===== config.mk =====
export PLATFORM = sky130hd
export DESIGN_NAME = marker_length_xor_deframer_core
export DESIGN_NICKNAME = d
export VERILOG_FILES = /design/src/design/mlxd_pkg.sv /design/src/design/marker_length_xor_deframer_core.sv /design/src/design/mlxd_cfg.sv /design/src/design/mlxd_parse.sv /design/src/design/mlxd_out.sv
export SDC_FILE = /design/constraint.sdc
export NUM_CORES = 1
export LEC_CHECK = 0
export BUFFER_PORTS_ARGS = -buffer_cell sky130_fd_sc_hd__buf_4
export CORE_ASPECT_RATIO = 0.75
export CORE_UTILIZATION = 60
export CTS_CLUSTER_DIAMETER = 200
export DETAILED_ROUTE_END_ITERATION = 16
export PLACE_DENSITY = 0.82
export SYNTH_ARGS = -nofsm -noshare
export SYNTH_HDL_FRONTEND = slang
export SYNTH_SLANG_ARGS = --single-unit

===== constraint.sdc =====
create_clock -name clk -period 4 [get_ports clk]
set_clock_uncertainty 0.05 [all_clocks]
set_input_delay 0.8 -clock clk [delete_from_list [all_inputs] [get_ports clk]]
set_output_delay 0.8 -clock clk [all_outputs]
set_load 0.02 [all_outputs]

===== src/design/mlxd_pkg.sv =====
package mlxd_pkg;

  localparam int unsigned PhaseW = 2;
  localparam logic [PhaseW-1:0] PHASE_HUNT    = 2'd0;
  localparam logic [PhaseW-1:0] PHASE_LENGTH  = 2'd1;
  localparam logic [PhaseW-1:0] PHASE_PAYLOAD = 2'd2;

  localparam int unsigned CfgIdxW = 2;
  localparam logic [CfgIdxW-1:0] REG_MARKER      = 2'd0;
  localparam logic [CfgIdxW-1:0] REG_VALUE_WRITE = 2'd1;
  localparam logic [CfgIdxW-1:0] REG_DESCRIPTION = 2'd2;

  localparam logic [7:0] MARKER_RESET      = 8'd170;
  localparam logic [7:0] VALUE_WRITE_RESET = 8'd1;
  localparam logic [7:0] DESCRIPTION_RESET = 8'd2;

  localparam logic KIND_PAYLOAD   = 1'b0;
  localparam logic KIND_FRAME_END = 1'b1;

  localparam logic TYPE_VALUE_WRITE = 1'b0;
  localparam logic TYPE_DESCRIPTION = 1'b1;

  typedef struct packed {
    logic [7:0] marker_value;
    logic [7:0] value_write_type;
    logic [7:0] description_type;
  } cfg_regs_t;

  typedef struct packed {
    logic       item_kind;
    logic [7:0] data_byte;
    logic [7:0] byte_offset;
    logic       frame_type;
    logic       check_ok;
  } result_t;

  typedef struct packed {
    logic [PhaseW-1:0] phase;
    logic              marker_seen;
    logic [7:0]        bytes_taken;
    logic [7:0]        payload_length;
  } parse_status_t;

endpackage


===== src/design/marker_length_xor_deframer_core.sv =====
// A result passes through the input register and then the result register before it is on the
// output ports. Throughput: one byte per cycle while the result register takes results. The whole
// per-byte parse step is one combinational pass between the two registers. A stalled result
// register also holds back bytes that give no result.
// Reset: synchronous; clears the parser to hunting, empties both registers and
// loads the marker and type code registers with their default values.
module marker_length_xor_deframer_core (
  input  logic                          clk,
  input  logic                          rst,
  input  logic                          in_valid,
  output logic                          in_ready,
  input  logic [7:0]                    rx_byte,
  output logic                          out_valid,
  input  logic                          out_ready,
  output logic                          item_kind,
  output logic [7:0]                    data_byte,
  output logic [7:0]                    byte_offset,
  output logic                          frame_type,
  output logic                          check_ok,
  input  logic                          cfg_valid,
  output logic                          cfg_ready,
  input  logic [mlxd_pkg::CfgIdxW-1:0]  cfg_index,
  input  logic [7:0]                    cfg_data
);
  import mlxd_pkg::*;

  cfg_regs_t     regs;
  result_t       res;
  result_t       out_res;
  parse_status_t status;
  logic          res_valid;
  logic          res_ready;

  mlxd_cfg u_cfg (
    .clk       (clk),
    .rst       (rst),
    .cfg_valid (cfg_valid),
    .cfg_ready (cfg_ready),
    .cfg_index (cfg_index),
    .cfg_data  (cfg_data),
    .regs      (regs)
  );

  mlxd_parse u_parse (
    .clk       (clk),
    .rst       (rst),
    .in_valid  (in_valid),
    .in_ready  (in_ready),
    .rx_byte   (rx_byte),
    .regs      (regs),
    .res_ready (res_ready),
    .res_valid (res_valid),
    .res       (res),
    .status    (status)
  );

  mlxd_out u_out (
    .clk       (clk),
    .rst       (rst),
    .res_valid (res_valid),
    .res_ready (res_ready),
    .res       (res),
    .out_valid (out_valid),
    .out_ready (out_ready),
    .out_res   (out_res)
  );

  assign item_kind   = out_res.item_kind;
  assign data_byte   = out_res.data_byte;
  assign byte_offset = out_res.byte_offset;
  assign frame_type  = out_res.frame_type;
  assign check_ok    = out_res.check_ok;

`ifndef NO_ASSERTIONS
  // A payload byte never carries a pass flag.
  a_payload_no_ok: assert property (@(posedge clk) disable iff (rst)
    (out_valid && item_kind == KIND_PAYLOAD) |-> !check_ok)
    else $error("payload result with check_ok set");

  // The payload count never runs past the declared length.
  a_count_bound: assert property (@(posedge clk) disable iff (rst)
    (status.phase == PHASE_PAYLOAD) |-> (status.bytes_taken <= status.payload_length))
    else $error("payload count exceeds length");

  // A length byte is only expected after a marker was seen.
  a_length_after_marker: assert property (@(posedge clk) disable iff (rst)
    (status.phase == PHASE_LENGTH) |-> status.marker_seen)
    else $error("length phase without marker");

  // With the result register empty, the input side must accept.
  a_ready_when_empty: assert property (@(posedge clk) disable iff (rst)
    !out_valid |-> in_ready)
    else $error("input stalled with empty result register");
`endif

endmodule


===== src/design/mlxd_cfg.sv =====
module mlxd_cfg (
  input  logic                          clk,
  input  logic                          rst,
  input  logic                          cfg_valid,
  output logic                          cfg_ready,
  input  logic [mlxd_pkg::CfgIdxW-1:0]  cfg_index,
  input  logic [7:0]                    cfg_data,
  output mlxd_pkg::cfg_regs_t           regs
);
  import mlxd_pkg::*;

  assign cfg_ready = 1'b1;

  // A transfer to an index past the register list is taken and dropped.
  always_ff @(posedge clk) begin
    if (rst) begin
      regs.marker_value     <= MARKER_RESET;
      regs.value_write_type <= VALUE_WRITE_RESET;
      regs.description_type <= DESCRIPTION_RESET;
    end else if (cfg_valid && cfg_ready) begin
      unique case (cfg_index)
        REG_MARKER:      regs.marker_value     <= cfg_data;
        REG_VALUE_WRITE: regs.value_write_type <= cfg_data;
        REG_DESCRIPTION: regs.description_type <= cfg_data;
        default: ;
      endcase
    end
  end

endmodule


===== src/design/mlxd_parse.sv =====
module mlxd_parse (
  input  logic                    clk,
  input  logic                    rst,
  input  logic                    in_valid,
  output logic                    in_ready,
  input  logic [7:0]              rx_byte,
  input  mlxd_pkg::cfg_regs_t     regs,
  input  logic                    res_ready,
  output logic                    res_valid,
  output mlxd_pkg::result_t       res,
  output mlxd_pkg::parse_status_t status
);
  import mlxd_pkg::*;

  logic             held_valid;
  logic [7:0]       held_byte;
  logic             take;

  logic [PhaseW-1:0] phase, phase_next;
  logic              marker_seen, marker_seen_next;
  logic              current_type, current_type_next;
  logic [7:0]        payload_length, payload_length_next;
  logic [7:0]        bytes_taken, bytes_taken_next;
  logic [7:0]        running_xor, running_xor_next;

  // The held byte is consumed whenever the result register can take what it yields.
  assign take     = held_valid && res_ready;
  assign in_ready = !held_valid || take;

  always_ff @(posedge clk) begin
    if (rst) begin
      held_valid <= 1'b0;
    end else if (in_ready) begin
      held_valid <= in_valid;
    end
  end

  always_ff @(posedge clk) begin
    if (in_valid && in_ready) begin
      held_byte <= rx_byte;
    end
  end

  always_comb begin
    phase_next          = phase;
    marker_seen_next    = marker_seen;
    current_type_next   = current_type;
    payload_length_next = payload_length;
    bytes_taken_next    = bytes_taken;
    running_xor_next    = running_xor;
    res_valid           = 1'b0;
    res.item_kind       = KIND_PAYLOAD;
    res.data_byte       = held_byte;
    res.byte_offset     = bytes_taken;
    res.frame_type      = current_type;
    res.check_ok        = 1'b0;

    unique case (phase)
      PHASE_LENGTH: begin
        payload_length_next = held_byte;
        bytes_taken_next    = 8'd0;
        running_xor_next    = 8'd0;
        phase_next          = PHASE_PAYLOAD;
      end
      PHASE_PAYLOAD: begin
        res_valid = held_valid;
        if (bytes_taken < payload_length) begin
          running_xor_next = running_xor ^ held_byte;
          bytes_taken_next = bytes_taken + 8'd1;
        end else begin
          res.item_kind    = KIND_FRAME_END;
          res.byte_offset  = payload_length;
          res.check_ok     = (running_xor == held_byte);
          phase_next       = PHASE_HUNT;
          marker_seen_next = 1'b0;
        end
      end
      default: begin
        // Hunting; the unused phase code lands here as well.
        phase_next = PHASE_HUNT;
        if (held_byte == regs.marker_value) begin
          marker_seen_next = 1'b1;
        end else if (marker_seen) begin
          if (held_byte == regs.value_write_type) begin
            current_type_next = TYPE_VALUE_WRITE;
            phase_next        = PHASE_LENGTH;
          end else if (held_byte == regs.description_type) begin
            current_type_next = TYPE_DESCRIPTION;
            phase_next        = PHASE_LENGTH;
          end else begin
            marker_seen_next = 1'b0;
          end
        end
      end
    endcase
  end

  always_ff @(posedge clk) begin
    if (rst) begin
      phase          <= PHASE_HUNT;
      marker_seen    <= 1'b0;
      current_type   <= 1'b0;
      payload_length <= 8'd0;
      bytes_taken    <= 8'd0;
      running_xor    <= 8'd0;
    end else if (take) begin
      phase          <= phase_next;
      marker_seen    <= marker_seen_next;
      current_type   <= current_type_next;
      payload_length <= payload_length_next;
      bytes_taken    <= bytes_taken_next;
      running_xor    <= running_xor_next;
    end
  end

  assign status.phase          = phase;
  assign status.marker_seen    = marker_seen;
  assign status.bytes_taken    = bytes_taken;
  assign status.payload_length = payload_length;

endmodule


===== src/design/mlxd_out.sv =====
module mlxd_out (
  input  logic              clk,
  input  logic              rst,
  input  logic              res_valid,
  output logic              res_ready,
  input  mlxd_pkg::result_t res,
  output logic              out_valid,
  input  logic              out_ready,
  output mlxd_pkg::result_t out_res
);
  import mlxd_pkg::*;

  assign res_ready = !out_valid || out_ready;

  always_ff @(posedge clk) begin
    if (rst) begin
      out_valid <= 1'b0;
    end else if (res_ready) begin
      out_valid <= res_valid;
    end
  end

  always_ff @(posedge clk) begin
    if (res_valid && res_ready) begin
      out_res <= res;
    end
  end

endmodule

# [Word-level counts from Yosys, hierarchy flattened]
# Cells that the tools add are included.
[op_classes] n_reduce_logical=20 n_eq_ne=10 bitwise=5 n_addsub=1 n_div=0 n_shift=0 n_lt_le_gt_ge=1 multipliers=0 muxes=22
[ops] operator="8-bit equality test" n=4
[ops] operator="8-bit two-way mux" n=4
[ops] operator="8-bit one-hot mux with 2 select lines" n=2
[ops] operator="1-bit two-way mux" n=10
[ops] operator="2-bit AND reduction" n=5
[ops] operator="8-bit by 1-bit adder with 8-bit output, second input constant" n=1
[ops] operator="8-bit less-than comparator" n=1
[ops] operator="2-bit two-way mux" n=4
[ops] operator="8-bit XOR" n=1
[ops] operator="3-bit AND reduction" n=2
[ops] operator="5-bit AND reduction" n=1
[ops] operator="2-bit by 1-bit equality test with 1-bit output, second input constant" n=2
[ops] operator="2-bit equality test, second input constant" n=2
[ops] operator="1-bit inverter" n=4
[ops] operator="2-bit one-hot mux with 2 select lines" n=1
[ops] operator="2-bit nonzero test" n=2
[ops] operator="2-bit OR reduction" n=2
[ops] operator="1-bit logical AND" n=3
[ops] operator="1-bit zero test" n=2
[ops] operator="2-bit zero test" n=1
[ops] operator="1-bit logical OR" n=2
[ops] operator="2-bit by 1-bit != test with 1-bit output, second input constant" n=1
[ops] operator="2-bit != test, second input constant" n=1
[ops] operator="1-bit one-hot mux with 2 select lines" n=1
[word_totals] n_memories=0 latch_bits=0 input_bits=23 register_bits=81 mem_bits_rw=0 rom_bits=0

# [Depth between registers and ports, before layout]
[depth] ltp_word=6 ltp_mapped=10

# [Cells and area by module]
# From an unflattened synthesis, not the netlist that was laid out.
[hier_totals] hier_cells=382 hier_area_um2=3860.0
[by_module_without_submodules] module="mlxd_parse" seq_area_each_um2=820.8 area_each_um2=2222.1 n_inst=1 cells_each=260
[by_module_without_submodules] module="mlxd_cfg" seq_area_each_um2=480.5 area_each_um2=1012.2 n_inst=1 cells_each=98
[by_module_without_submodules] module="mlxd_out" seq_area_each_um2=590.6 area_each_um2=625.6 n_inst=1 cells_each=24

# [Worst setup path before layout]
# OpenSTA, ideal clock, no wires.
[synth_timing] path_kind="input port to flip-flop" start="input out_ready" end="register u_parse.bytes_taken[4]" t_arrival_ps=2598 required_ps=3888 n_path_buf=0 path_stages=5 setup_slack_ps=1290 cell_sequence="nor2b_1 -> nor2_1 -> nand2_1 -> or4_1 -> nand3_1"
[synth_via] elab_chain_cells=3
[synth_rtl] element="start: declaration" line="marker_length_xor_deframer_core.sv:14" rtl="input logic out_ready,"
[synth_rtl] element="1-bit logical OR" line="mlxd_out.sv:13" rtl="assign res_ready = !out_valid || out_ready;"
[synth_rtl] element="1-bit logical AND" line="mlxd_parse.sv:27" rtl="assign take = held_valid && res_ready;"
[synth_rtl] element="3-bit AND reduction (no source line)"
[synth_rtl] element="end signal: assignment" line="mlxd_parse.sv:111" rtl="bytes_taken <= bytes_taken_next;"
[synth_rtl] element="end: declaration" line="mlxd_parse.sv:23" rtl="logic [7:0] bytes_taken, bytes_taken_next;"
# Every way passes these cells.
# A chain may end at the register's enable or synchronous reset.

==> flow_metrics.py <==
metrics = {
    "final_layout": {
        "syn2layout_area_growth_pct": 14.9,
        "antennaDiodeCount": 0,
        "final_cell_mix": "54 x dfxtp_1, 45 x buf_4, 40 x nand2_1",
        "final_common_cell": "dfxtp_1",
        "drive_gt1_frac": 0.165,
        "fin_nets": 441,
    },
    "route": {
        "via_count": 2893,
        "wl_per_cell_um": 17.0,
        "viasPerCell": 5.89,
        "drtPass1Iterations": 5,
        "drtIter0Drc": 241,
        "drc_errors": 0,
        "wirelength_um": 8360,
        "ant_nets": 0,
    },
    "critical_path": {
        "cp.required_ns": 4.06,
        "endpoint_kind": "flop",
        "r2r-end": "u_out.out_res[2]",
        "worstPathArrival_ns": 2.50,
        "worst-path-max-fanout": 18,
        "startpoint": "u_parse.bytes_taken[6]",
        "crit_type": "flop to flop",
        "start_kind": "flop",
        "reg2reg_slack_ns": 1.56,
        "r2r-start": "u_parse.bytes_taken[6]",
        "r2r_cells": 5,
    },
    "synth": {
        "synth_cell_types": 51,
        "synth_top_flop_cell": "dfxtp_1",
        "synth_top_area_cell": "dfxtp_1",
        "yosys_register_bits": 81,
        "syn_inst": 373,
        "syn_area_um2": 3740,
        "postSynthAreaPerCell_um2": 10.0,
        "ys_warn_count": 0,
        "synth.area.top_cells": "dfxtp_1 29%, edfxtp_1 22%, mux2i_1 8.8%",
        "synth_edf_count": 27,
        "syn-num-nets": 406,
        "ys_seq_area_frac": 0.506,
        "async_flop_share": 0,
        "synth_top_area_frac": 0.289,
    },
    "sta": {
        "setup_viol": 0,
        "max_freq_mhz": 410,
        "worst_slew_pin_slew_ns": 0.960,
        "rsz0062_at_grt": "no",
        "worst_hold_slack_ns": 0.434,
        "finalHoldViolations": 0,
        "period_needed_ns": 2.44,
        "final_max_slew_viol_count": 0,
        "maxSlewHeadroom": 0.358,
        "fin_tns_setup_ns": 0,
        "finalCritPeriodShare": 0.610,
        "layout_setup_ws_ns": 1.56,
    },
    "grt": {
        "grt_first_pass_wirelength_um": 13600,
        "grt.total_usage": 0.278,
        "grt_overflow": 0,
        "grt_max_degree": 37,
        "grt_pass1_vias": 2730,
        "antenna_found_initial": 0,
    },
    "floorplan": {
        "fp.dieH_um": 70.3,
        "die-area_um2": 6550,
        "core_um2": 5920,
        "start_util": 0.632,
        "die_w_um": 93.1,
        "io_pins": 45,
        "rows": 24,
    },
    "worst_hold_path": {
        "hp-class": "flop to flop",
        "holdPathEnd": "u_out.out_res[1]",
        "hold_depth": 0,
        "hold_start": "u_parse.current_type",
    },
    "power": {
        "total_leakage_power_nw": 1.76,
        "vdd.ir_drop.worst_mv": 0.227,
        "power_density_nw_per_um2": 377,
    },
    "placed_design": {
        "hpwl_um": 5790,
        "place_congestion": 0.847,
        "dp_slack_ns": 1.42,
        "portBuffers": 43,
    },
    "run": {
        "drv_cap": 0,
    },
    "outcome": {
        "outcome": "finished clean",
    },
    "clock_tree": {
        "htreeDepth": 3,
        "cts_inserted_buffers": 9,
        "clk_pin_slew_worst_paths_ns": 0.08,
        "cts_tree": "yes",
        "hold_buffers": 0,
        "cts_num_sinks": 81,
        "clock_latency_ns": 0.36,
        "root_buffer": "clkbuf_8",
        "ctsResizeCount": 0,
        "cts_buffer_depth": 2,
        "post_cts_buffers": 0,
    },
}
synth_stat cells (6+ instances only):
cell type  count
edfxtp_1      27
nor3_1         6
nand2_1       40
o211ai_1      11
dfxtp_1       54
xnor2_1       16
ha_1          10
nand4_1        8
xor2_1         8
nand3_1        7
clkbuf_1       6
o21ai_1       17
inv_1         18
nor2_1        36
mux2i_1       33
buf_2         13
nand2b_1      10
layout make-up:
| cell class | instances | area (µm²) |
|---|---|---|
| multi-input cells | 253 | 1680 |
| clock inverters | 7 | 93.8 |
| repair buffers | 45 | 338 |
| well taps | 78 | 97.6 |
| fillers | 427 | 1620 |
| flip-flops and latches | 81 | 1890 |
| clock buffers | 9 | 124 |
| inverters | 18 | 67.6 |
cell families (layout without fill, tap and decap cells):
family	count (synthesis)	count (layout)	share of synthesized area
multiplexers	35	35	0.0944
other	1	1	0.00100
adder cells (fa/ha/maj)	10	10	0.0335
AO/OA/AOI/OAI	55	55	0.0985
flip-flops	81	81	0.506
AND/OR/NAND/NOR	128	128	0.165
buffers and inverters	39	79	0.0445
XOR/XNOR	24	24	0.0563
critical path, stage by stage, from the launching register on:
cell	delay, ns
dfxtp_1	0.48
ha_1	0.30
a21o_1	0.21
a21oi_4	0.24
a21o_1	0.54
mux2_1	0.38
where the power goes:
group / leakage (nW) / internal, mW / switching, mW
sequential: 0.691 / 0.861 / 0.0214
combinational: 0.965 / 0.0414 / 0.0423
clock: 0.107 / 0.351 / 0.301
total: 1.76 / 1.25 / 0.365
stage by stage:
step	power, mW	cells	area (µm²)	util
floorplan	0.949	373	3740	-
global placement	0.980	475	4080	0.689
detailed placement	0.983	475	4080	0.689
CTS	1.62	491	4290	0.726
global route	1.67	491	4290	0.726
finish	1.62	491	4290	0.726
layer usage:
metal  vias to the layer above  wire length [µm]  global-route usage
met5                         -                 0                   0
met4                         0               126              0.0940
met3                        14               681              0.0850
met2                       133              3810               0.434
met1                      1378              3750               0.367
li1                       1368                 -                   -
flip-flops by register name, indices dropped and copies added, names as in the netlist:
name,flops
u_parse.running_xor,8
u_cfg.regs,24
u_out.out_res,19
u_parse.held_valid,1
u_parse.held_byte,8
u_parse.current_type,1
u_out.out_valid,1
u_parse.marker_seen,1
u_parse.payload_length,8
u_parse.bytes_taken,8
u_parse.phase,2
how the worst max path moves through the flow:
stage	endpoint	depth (start not counted)
2_1_floorplan	u_parse.bytes_taken[4]	5
3_3_place_gp	u_parse.running_xor[7]	7
3_5_place_dp	u_parse.running_xor[7]	7
4_1_cts	u_out.out_res[2]	5
5_1_grt	u_out.out_res[2]	6
6_report	u_out.out_res[2]	5
(Power assumes the default switching activity.)
